`src/sv/tsrp_pkg.sv`:
```
// ----------------------------------------------------------------------------
// tsrp_pkg: shared types and constants of the task scheduler
// Table geometry, state and mode codes, the table entry layout and the
// write-port bundle between the sequencer and the task table.
// ----------------------------------------------------------------------------
package tsrp_pkg;

  // Table geometry
  localparam int MAX_TASKS = 16;
  localparam int TIME_BITS = 48;
  localparam int IDX_W     = $clog2(MAX_TASKS);
  localparam int CNT_W     = $clog2(MAX_TASKS + 1);
  localparam int PRIO_W    = 8;
  localparam int RUNS_W    = 32;
  localparam int ACT_W     = 5;
  localparam int CFG_IDX_W = 2;
  localparam int BEST_W    = 10;

  // Priority accumulator start value, above any real priority
  localparam logic [BEST_W-1:0] NO_PRIORITY = BEST_W'(999);

  // Configuration register indexes
  localparam logic [CFG_IDX_W-1:0] REG_POLICY = CFG_IDX_W'(0);
  localparam logic [CFG_IDX_W-1:0] REG_ACTIVE = CFG_IDX_W'(1);

  typedef enum logic [1:0] {
    ST_READY   = 2'd0,
    ST_RUNNING = 2'd1,
    ST_BLOCKED = 2'd2,
    ST_DEAD    = 2'd3
  } task_state_t;

  typedef enum logic [1:0] {
    MODE_TICK  = 2'd0,
    MODE_YIELD = 2'd1,
    MODE_SLEEP = 2'd2,
    MODE_LOAD  = 2'd3
  } mode_t;

  // One task table entry
  typedef struct packed {
    task_state_t           state;
    logic [PRIO_W-1:0]     prio;
    logic [TIME_BITS-1:0]  wake;
    logic [RUNS_W-1:0]     runs;
  } entry_t;

  // Table write port with per-field enables
  typedef struct packed {
    logic                  en;
    logic [IDX_W-1:0]      addr;
    logic                  we_state;
    logic                  we_prio;
    logic                  we_wake;
    logic                  we_runs;
    entry_t                data;
  } tbl_wr_t;

endpackage

```
`src/sv/tsrp_table.sv`:
```
// ----------------------------------------------------------------------------
// tsrp_table: task entry memory
// Synchronous memory of task entries with one read and one write port.
// Read data is registered (old data on a same-address
// write). Per-entry valid bits make never-written entries read as the
// reset entry: dead, priority, wake time and run count zero.
// ----------------------------------------------------------------------------
module tsrp_table (
  input  logic                           clk,
  input  logic                           rst,
  input  tsrp_pkg::tbl_wr_t              wr,
  input  logic [tsrp_pkg::IDX_W-1:0]     rd_addr,
  output tsrp_pkg::entry_t               rd_data
);

  tsrp_pkg::task_state_t                 mem_state [tsrp_pkg::MAX_TASKS];
  logic [tsrp_pkg::PRIO_W-1:0]           mem_prio  [tsrp_pkg::MAX_TASKS];
  logic [tsrp_pkg::TIME_BITS-1:0]        mem_wake  [tsrp_pkg::MAX_TASKS];
  logic [tsrp_pkg::RUNS_W-1:0]           mem_runs  [tsrp_pkg::MAX_TASKS];
  logic [tsrp_pkg::MAX_TASKS-1:0]        valid;

  tsrp_pkg::entry_t                      rd_q;
  logic                                  rd_valid_q;

  // Valid bits, cleared by reset
  always_ff @(posedge clk) begin
    if (rst) begin
      valid <= '0;
    end else if (wr.en) begin
      valid[wr.addr] <= 1'b1;
    end
  end

  // Field writes; a first write to an entry fills the other fields with reset values
  always_ff @(posedge clk) begin
    if (wr.en) begin
      if (wr.we_state || !valid[wr.addr]) begin
        mem_state[wr.addr] <= wr.we_state ? wr.data.state : tsrp_pkg::ST_DEAD;
      end
      if (wr.we_prio || !valid[wr.addr]) begin
        mem_prio[wr.addr] <= wr.we_prio ? wr.data.prio : '0;
      end
      if (wr.we_wake || !valid[wr.addr]) begin
        mem_wake[wr.addr] <= wr.we_wake ? wr.data.wake : '0;
      end
      if (wr.we_runs || !valid[wr.addr]) begin
        mem_runs[wr.addr] <= wr.we_runs ? wr.data.runs : '0;
      end
    end
  end

  // Registered read
  always_ff @(posedge clk) begin
    rd_q.state <= mem_state[rd_addr];
    rd_q.prio  <= mem_prio[rd_addr];
    rd_q.wake  <= mem_wake[rd_addr];
    rd_q.runs  <= mem_runs[rd_addr];
    rd_valid_q <= valid[rd_addr];
  end

  // Unwritten entries read as the reset entry
  always_comb begin
    if (rd_valid_q) begin
      rd_data = rd_q;
    end else begin
      rd_data       = '0;
      rd_data.state = tsrp_pkg::ST_DEAD;
    end
  end

endmodule

```
`src/sv/task_scheduler_rr_priority_core.sv`:
```
// ----------------------------------------------------------------------------
// task_scheduler_rr_priority_core: round-robin / fixed-priority scheduler
// Sequencer over a task table memory: wakes due sleepers, picks the next
// task by policy, switches and counts runs, and loads entries; one result per transaction.
// ----------------------------------------------------------------------------
// One input transaction is handled at a time; in_stall is high until its
// result is placed in the output register. A load, and a sleep with no
// current task, go straight to the result. A tick or yield first reduces
// the round-robin start index modulo n, the number of entries in use, by
// repeated subtraction (at most 16 / n subtractions, so 0 or 1 with all 16
// entries in use); a sleep with a current task first writes its entry. The
// single table read port sets the order: one pass reads every entry in
// use, waking and selecting in the same pass, then the old and the new
// task are read back and written when it switches tasks. With no entries
// in use a tick or yield skips the pass. The table needs no clearing pass
// after reset. A finished result may wait in the output register while
// the next transaction is accepted.
// ----------------------------------------------------------------------------
module task_scheduler_rr_priority_core (
  input  logic                               clk,
  input  logic                               rst,
  // Input channel
  input  logic                               in_valid,
  output logic                               in_stall,
  input  logic [1:0]                         mode,
  input  logic [47:0]                        now_ms,
  input  logic [47:0]                        sleep_ms,
  input  logic [3:0]                         task_index,
  input  logic [7:0]                         task_priority,
  input  logic [1:0]                         task_state,
  // Output channel
  output logic                               out_valid,
  input  logic                               out_stall,
  output logic                               switched,
  output logic                               running_valid,
  output logic [3:0]                         running_task,
  output logic [3:0]                         previous_task,
  output logic                               previous_valid,
  output logic [31:0]                        run_count,
  output logic [31:0]                        tick_total,
  // Configuration
  input  logic                               cfg_write,
  input  logic [tsrp_pkg::CFG_IDX_W-1:0]     cfg_index,
  input  logic [tsrp_pkg::ACT_W-1:0]         cfg_data
);

  typedef enum logic [2:0] {
    S_IDLE,
    S_SLEEP,
    S_PREP,
    S_SCAN,
    S_OLD_RD,
    S_OLD_WR,
    S_NEW_WR,
    S_DONE
  } fsm_t;

  localparam int IW = tsrp_pkg::IDX_W;
  localparam int CW = tsrp_pkg::CNT_W;
  localparam int TB = tsrp_pkg::TIME_BITS;

  fsm_t                         state;

  // Configuration registers
  logic                         policy;
  logic [tsrp_pkg::ACT_W-1:0]   active;

  // Scheduler state
  logic [IW-1:0]                cur;
  logic                         cur_valid;
  logic [tsrp_pkg::RUNS_W-1:0]  cur_runs;
  logic [31:0]                  tick_counter;

  // Captured transaction
  logic [TB-1:0]                now_r;
  logic [TB-1:0]                sleep_r;

  // Scan bookkeeping
  logic [CW-1:0]                rr_start;
  logic [CW-1:0]                scan_cnt;
  logic                         first_found;
  logic [IW-1:0]                first_idx;
  logic                         ge_found;
  logic [IW-1:0]                ge_idx;
  logic [tsrp_pkg::BEST_W-1:0]  pr_best;
  logic [IW-1:0]                pr_idx;
  logic [IW-1:0]                pick_r;

  // Result flags
  logic                         sw_r;
  logic                         pv_r;
  logic [IW-1:0]                pt_r;

  // Table ports
  tsrp_pkg::tbl_wr_t            tbl_wr;
  logic [IW-1:0]                rd_addr;
  tsrp_pkg::entry_t             rd_data;

  // Combinational helpers
  logic [CW-1:0]                n_used;
  logic [CW-1:0]                rr_base1;
  logic [IW-1:0]                scan_idx;
  logic                         scan_last;
  logic                         wake_hit;
  logic                         runnable;
  logic                         pick_found;
  logic [IW-1:0]                pick;
  logic [TB:0]                  wake_sum;
  logic [TB-1:0]                wake_sat;
  logic [tsrp_pkg::RUNS_W-1:0]  new_runs;
  logic                         load_ok;

  tsrp_table u_table (
    .clk     (clk),
    .rst     (rst),
    .wr      (tbl_wr),
    .rd_addr (rd_addr),
    .rd_data (rd_data)
  );

  assign in_stall = (state != S_IDLE);

  // Entries in use, clamped to the table size
  assign n_used = (int'(active) > tsrp_pkg::MAX_TASKS) ? CW'(tsrp_pkg::MAX_TASKS)
                                                       : CW'(active);

  // Round-robin start before the modulo: one past the current task, or n without one
  assign rr_base1 = (cur_valid ? CW'(cur) : (n_used - CW'(1))) + CW'(1);

  assign scan_idx  = scan_cnt[IW-1:0];
  assign scan_last = (scan_cnt == (n_used - CW'(1)));

  // Wake check and runnable test on the entry being scanned
  assign wake_hit = (rd_data.state == tsrp_pkg::ST_BLOCKED) && (rd_data.wake <= now_r);
  assign runnable = wake_hit || (rd_data.state == tsrp_pkg::ST_READY) ||
                    (rd_data.state == tsrp_pkg::ST_RUNNING);

  // Final pick by policy
  assign pick_found = policy ? (pr_best != tsrp_pkg::NO_PRIORITY) : first_found;
  assign pick       = policy ? pr_idx : (ge_found ? ge_idx : first_idx);

  // Saturating wake time for sleep
  assign wake_sum = {1'b0, now_r} + {1'b0, sleep_r};
  assign wake_sat = wake_sum[TB] ? {TB{1'b1}} : wake_sum[TB-1:0];

  // Saturating run count of the task switched in
  assign new_runs = (&rd_data.runs) ? rd_data.runs : rd_data.runs + 1'b1;

  assign load_ok = (int'(task_index) < tsrp_pkg::MAX_TASKS);

  // Table read address
  always_comb begin
    case (state)
      S_PREP:   rd_addr = '0;
      S_SCAN:   rd_addr = scan_idx + 1'b1;
      S_OLD_RD: rd_addr = cur;
      S_OLD_WR: rd_addr = pick_r;
      default:  rd_addr = cur;
    endcase
  end

  // Table write port
  always_comb begin
    tbl_wr = '0;
    case (state)
      S_IDLE: begin
        if (in_valid && (tsrp_pkg::mode_t'(mode) == tsrp_pkg::MODE_LOAD) && load_ok) begin
          tbl_wr.en         = 1'b1;
          tbl_wr.addr       = task_index[IW-1:0];
          tbl_wr.we_state   = 1'b1;
          tbl_wr.we_prio    = 1'b1;
          tbl_wr.data.state = tsrp_pkg::task_state_t'(task_state);
          tbl_wr.data.prio  = task_priority;
        end
      end
      S_SLEEP: begin
        tbl_wr.en         = 1'b1;
        tbl_wr.addr       = cur;
        tbl_wr.we_state   = 1'b1;
        tbl_wr.we_wake    = 1'b1;
        tbl_wr.data.state = tsrp_pkg::ST_BLOCKED;
        tbl_wr.data.wake  = wake_sat;
      end
      S_SCAN: begin
        if (wake_hit) begin
          tbl_wr.en         = 1'b1;
          tbl_wr.addr       = scan_idx;
          tbl_wr.we_state   = 1'b1;
          tbl_wr.we_wake    = 1'b1;
          tbl_wr.data.state = tsrp_pkg::ST_READY;
          tbl_wr.data.wake  = '0;
        end
      end
      S_OLD_WR: begin
        if (cur_valid && (rd_data.state == tsrp_pkg::ST_RUNNING)) begin
          tbl_wr.en         = 1'b1;
          tbl_wr.addr       = cur;
          tbl_wr.we_state   = 1'b1;
          tbl_wr.data.state = tsrp_pkg::ST_READY;
        end
      end
      S_NEW_WR: begin
        tbl_wr.en         = 1'b1;
        tbl_wr.addr       = pick_r;
        tbl_wr.we_state   = 1'b1;
        tbl_wr.we_runs    = 1'b1;
        tbl_wr.data.state = tsrp_pkg::ST_RUNNING;
        tbl_wr.data.runs  = new_runs;
      end
      default: ;
    endcase
  end

  // Configuration writes
  always_ff @(posedge clk) begin
    if (rst) begin
      policy <= 1'b0;
      active <= '0;
    end else if (cfg_write) begin
      if (cfg_index == tsrp_pkg::REG_POLICY) begin
        policy <= cfg_data[0];
      end else if (cfg_index == tsrp_pkg::REG_ACTIVE) begin
        active <= cfg_data;
      end
    end
  end

  // Sequencer, scheduler state and result register
  always_ff @(posedge clk) begin
    if (rst) begin
      state        <= S_IDLE;
      cur          <= '0;
      cur_valid    <= 1'b0;
      cur_runs     <= '0;
      tick_counter <= '0;
      out_valid    <= 1'b0;
      sw_r         <= 1'b0;
      pv_r         <= 1'b0;
      pt_r         <= '0;
    end else begin
      // S_DONE refills the output register itself
      if (out_valid && !out_stall && (state != S_DONE)) begin
        out_valid <= 1'b0;
      end
      case (state)
        S_IDLE: begin
          if (in_valid) begin
            now_r    <= now_ms;
            sleep_r  <= sleep_ms;
            sw_r     <= 1'b0;
            pv_r     <= 1'b0;
            pt_r     <= '0;
            rr_start <= rr_base1;
            case (tsrp_pkg::mode_t'(mode))
              tsrp_pkg::MODE_TICK: begin
                tick_counter <= tick_counter + 1'b1;
                state        <= S_PREP;
              end
              tsrp_pkg::MODE_YIELD: state <= S_PREP;
              tsrp_pkg::MODE_SLEEP: state <= cur_valid ? S_SLEEP : S_DONE;
              default:              state <= S_DONE;
            endcase
          end
        end
        S_SLEEP: begin
          state <= S_PREP;
        end
        // Reduce the round-robin start modulo n, then open the scan
        S_PREP: begin
          if (n_used == '0) begin
            state <= S_DONE;
          end else if (rr_start >= n_used) begin
            rr_start <= rr_start - n_used;
          end else begin
            scan_cnt    <= '0;
            first_found <= 1'b0;
            ge_found    <= 1'b0;
            pr_best     <= tsrp_pkg::NO_PRIORITY;
            state       <= S_SCAN;
          end
        end
        // One entry per cycle: wake and track the candidates of both policies
        S_SCAN: begin
          if (runnable && !first_found) begin
            first_found <= 1'b1;
            first_idx   <= scan_idx;
          end
          if (runnable && !ge_found && (scan_cnt >= rr_start)) begin
            ge_found <= 1'b1;
            ge_idx   <= scan_idx;
          end
          if (runnable && ({2'b00, rd_data.prio} < pr_best)) begin
            pr_best <= {2'b00, rd_data.prio};
            pr_idx  <= scan_idx;
          end
          if (scan_last) begin
            state <= S_OLD_RD;
          end else begin
            scan_cnt <= scan_cnt + 1'b1;
          end
        end
        S_OLD_RD: begin
          if (!pick_found || (cur_valid && (pick == cur))) begin
            state <= S_DONE;
          end else begin
            pick_r <= pick;
            state  <= S_OLD_WR;
          end
        end
        S_OLD_WR: begin
          state <= S_NEW_WR;
        end
        S_NEW_WR: begin
          sw_r      <= 1'b1;
          pv_r      <= cur_valid;
          pt_r      <= cur_valid ? cur : '0;
          cur       <= pick_r;
          cur_valid <= 1'b1;
          cur_runs  <= new_runs;
          state     <= S_DONE;
        end
        // Hand the result to the output register once it is free
        S_DONE: begin
          if (!out_valid || !out_stall) begin
            out_valid      <= 1'b1;
            switched       <= sw_r;
            running_valid  <= cur_valid;
            running_task   <= cur_valid ? 4'(cur) : 4'd0;
            previous_task  <= pv_r ? 4'(pt_r) : 4'd0;
            previous_valid <= sw_r && pv_r;
            run_count      <= cur_valid ? cur_runs : 32'd0;
            tick_total     <= tick_counter;
            state          <= S_IDLE;
          end
        end
        default: state <= S_IDLE;
      endcase
    end
  end

endmodule
```
`config.mk`:
```
export PLATFORM = sky130hd
export DESIGN_NAME = task_scheduler_rr_priority_core
export DESIGN_NICKNAME = d
export VERILOG_FILES = /design/src/sv/tsrp_pkg.sv /design/src/sv/tsrp_table.sv /design/src/sv/task_scheduler_rr_priority_core.sv
export SDC_FILE = /design/constraint.sdc
export NUM_CORES = 2
export LEC_CHECK = 0
export ABC_CLOCK_PERIOD_IN_PS = 8900
export BUFFER_PORTS_ARGS = -buffer_cell sky130_fd_sc_hd__buf_2
export CORE_ASPECT_RATIO = 0.7
export CORE_MARGIN = 8
export CORE_UTILIZATION = 50
export DETAILED_ROUTE_END_ITERATION = 8
export PLACE_DENSITY = 0.66
export SLEW_MARGIN = 20
export SYNTH_ARGS = -nofsm -noshare
export SYNTH_HDL_FRONTEND = slang
export SYNTH_SLANG_ARGS = --single-unit
```
`constraint.sdc`:
```
create_clock -name clk -period 8.9 [get_ports clk]
set_clock_uncertainty 0.05 [all_clocks]
set_input_delay 1.78 -clock clk [delete_from_list [all_inputs] [get_ports clk]]
set_output_delay 1.78 -clock clk [all_outputs]
set_load 0.005 [all_outputs]
```
==> metrics.txt <==
gr usage total 20.8%; core area 0.147 mm^2; DRC Markers 0; PwrDens 307 mW/mm^2; RSZ-0062 raised after global routing false; total power 25.6 mW; sequential area share after synthesis 72.4%; share of cells above drive strength 1 22.2%; Netlist cell types 77; CTS Buf Count 174; Port Buf Inserts 200; final WL 169 mm; yosys warns 0; vias in the first global route 38000; Rel. slew slack 12.9%; Sink Count 1840; clock power share 28.8%; post-route cell area 0.0833 mm^2; min-delay worst type flip-flop to flip-flop; total global routing overflow 0; commonest non-fill, non-tap cell in the layout edfxtp_1; DRT iter0 DRCs 4165; Logic pwr share 28.3%; crit path time final 6360 ps; Worst Path Max Fanout 49; max-slew violations 0; measured slew at the worst slew-check pin 1310 ps; first-pass GRT wire length 250 mm; GP Congestion 0.825; worst reg2reg endpoint u_table.mem_wake[1][17]; DR vias/cell 5.91; top cell type's share of synthesized area 67.2%; Mapped Area 0.0737 mm^2; Final Cycle Share 71.5%; fraction of registers with async set or reset after synthesis 0%; H-tree Lvls 4; vias 38800; Post-synth EDFFs 1648; Critical Path AT 6730 ps; Nets 4684; Area Overhead vs Synth 13.0%; Max-Cap Viols 0; Flop pwr share 42.9%; post-synth top area cell edfxtp_1; TNS Setup 0 ps; worst reg2reg path depth 17; Starting Density 50.1%; DP HPWL 101 mm; crit path kind flip-flop to flip-flop; switch share 30.6%; status finished clean; min-delay src tick_counter[31]; post-synthesis cell count 4187; hold_buf cts 0; CTS tree yes; clk root buf clkbuf_16; final setup vio count 0; Peak Freq 0.157 GHz; num ports 201; Worst R2R Start u_table.rd_valid_q; DP Area 0.0774 mm^2; startpoint types flip-flop; hold depth 0; Reg clk slew, reported paths 70 ps; largest net degree at the start of global routing 148; post-CTS sizing 0; Die Y 337 um; cell row count 118; Reg2Reg Setup Slack 2540 ps; Req. time, crit path 9270 ps; area of the die 0.160 mm^2; Yosys reg bits 1840; Final Hold Fails 0; Clock Tree Buf Depth 3; clk_lat worst skew 800 ps; synth top area cells edfxtp_1, mux4_2, dfxtp_1; P_int 17.7 mW; leading cell types in the layout, fill and taps excluded edfxtp_1, mux4_2, a21oi_1; standby leakage power 28.4 nW; endpoint class of the critical path flip-flop; wire per inst 25.6 um; Net Count, Synth 4431; Setup Fix Bufs, Post-CTS 0; peak supply drop 0.328 mV; ys flop type edfxtp_1; Util after Layout 56.6%; drt first pass iters 5; initial antenna violation count 6; Avg Cell Area, Syn 17.6 um^2; WHS Endpoint tick_total[31]; net switching power 7.84 mW; post-route ant nets 0; Horiz. Die Dim 475 um
## worst max path at each step
stage / from / to / slack, ps / cells past startpoint
global placement: in_valid / u_table.mem_wake[1][10] / 2160 / 15
detailed placement: in_valid / u_table.mem_wake[1][10] / 2000 / 15
global route: u_table.rd_valid_q / u_table.mem_wake[1][17] / 2190 / 17
finish: u_table.rd_valid_q / u_table.mem_wake[1][17] / 2540 / 17
CTS: u_table.rd_valid_q / u_table.mem_wake[1][17] / 2440 / 16
floorplan: rst / previous_task[0] / 560 / 3
## cell families after synthesis
| logic type | synth area share [%] |
|---|---|
| flip-flops | 72.4 |
| AO/OA/AOI/OAI | 4.52 |
| XOR/XNOR | 1.41 |
| adder cells (fa/ha/maj) | 2.06 |
| buffers and inverters | 1.65 |
| multiplexers | 12.7 |
| AND/OR/NAND/NOR | 5.33 |
## power by group through the flow
stage / sequential [mW] / clock, mW / combinational, mW
detailed placement: 11.2 / 0 / 7.22
CTS: 11.0 / 7.48 / 7.25
finish: 11.0 / 7.36 / 7.24
global placement: 11.1 / 0 / 7.14
global route: 11.0 / 7.81 / 7.83
floorplan: 11.0 / 0 / 5.12
## flip-flops by register name, summed over array words and instances (netlist names), 5 cells and up
register and count:
active 5, u_table.rd_q 90, sleep_r 48, now_r 48
cur_runs 32, tick_counter 32, tick_total 32, u_table.valid 16
run_count 32, pr_best 9, u_table.mem_prio 128, u_table.mem_state 32
u_table.mem_wake 768, u_table.mem_runs 512, scan_cnt 5, rr_start 5
## critical path, stage by stage (launching register included)
cell and delay, ps:
dfxtp_4 670, and2_1 210, ha_1 140, nand4_1 160
or4_1 760, nor3_2 340, a31oi_1 140, a2111oi_4 470
and2_1 410, a21oi_1 140, nor2b_1 330, nand2_1 120
nand4_2 210, nor3_4 130, buf_6 200, buf_4 200
nor2_4 510, buf_4 670
## synthesized netlist by cell type (17+ instances only)
cell type	instances
inv_1	116
mux4_2	364
dfxtp_1	192
mux2i_1	112
nand2b_1	17
a211oi_1	96
ha_1	118
buf_1	46
a21o_1	37
nor2_1	210
xor2_1	70
and2_1	116
clkbuf_1	143
nor3_1	21
edfxtp_1	1648
nand4_1	39
a21oi_1	288
and3_1	18
nor2b_1	115
xnor2_1	49
nand2_1	136
o21ai_0	48
nand3_1	43
## through the flow
step	cells	worst slack (ps)	hold WS (ps)
after floorplan	4187	561	373
after global placement	6242	2160	403
after detailed placement	6243	2000	394
after CTS	6568	2440	412
after global routing	6571	2190	425
final	6573	2540	404
## metal layers
metal	global-route usage [%]	vias to the layer above	share of wire (%)
met1	32.6	20100	46
met5	0	-	0
met2	29.7	1519	44
li1	-	17000	-
met4	5.75	0	2.3
met3	4.22	231	7.8
## layout make-up
type / count / area, um^2
fill: 11200 / 63800
sequential: 1840 / 53300
multi-input combinational: 2030 / 19700
clock buffer: 234 / 4760
tap: 1980 / 2480
timing repair buffer: 277 / 1680
clock inverter: 91 / 903
inverter: 117 / 439
antenna: 4 / 10.0
Note: power is estimated with default switching activity, not from simulation.
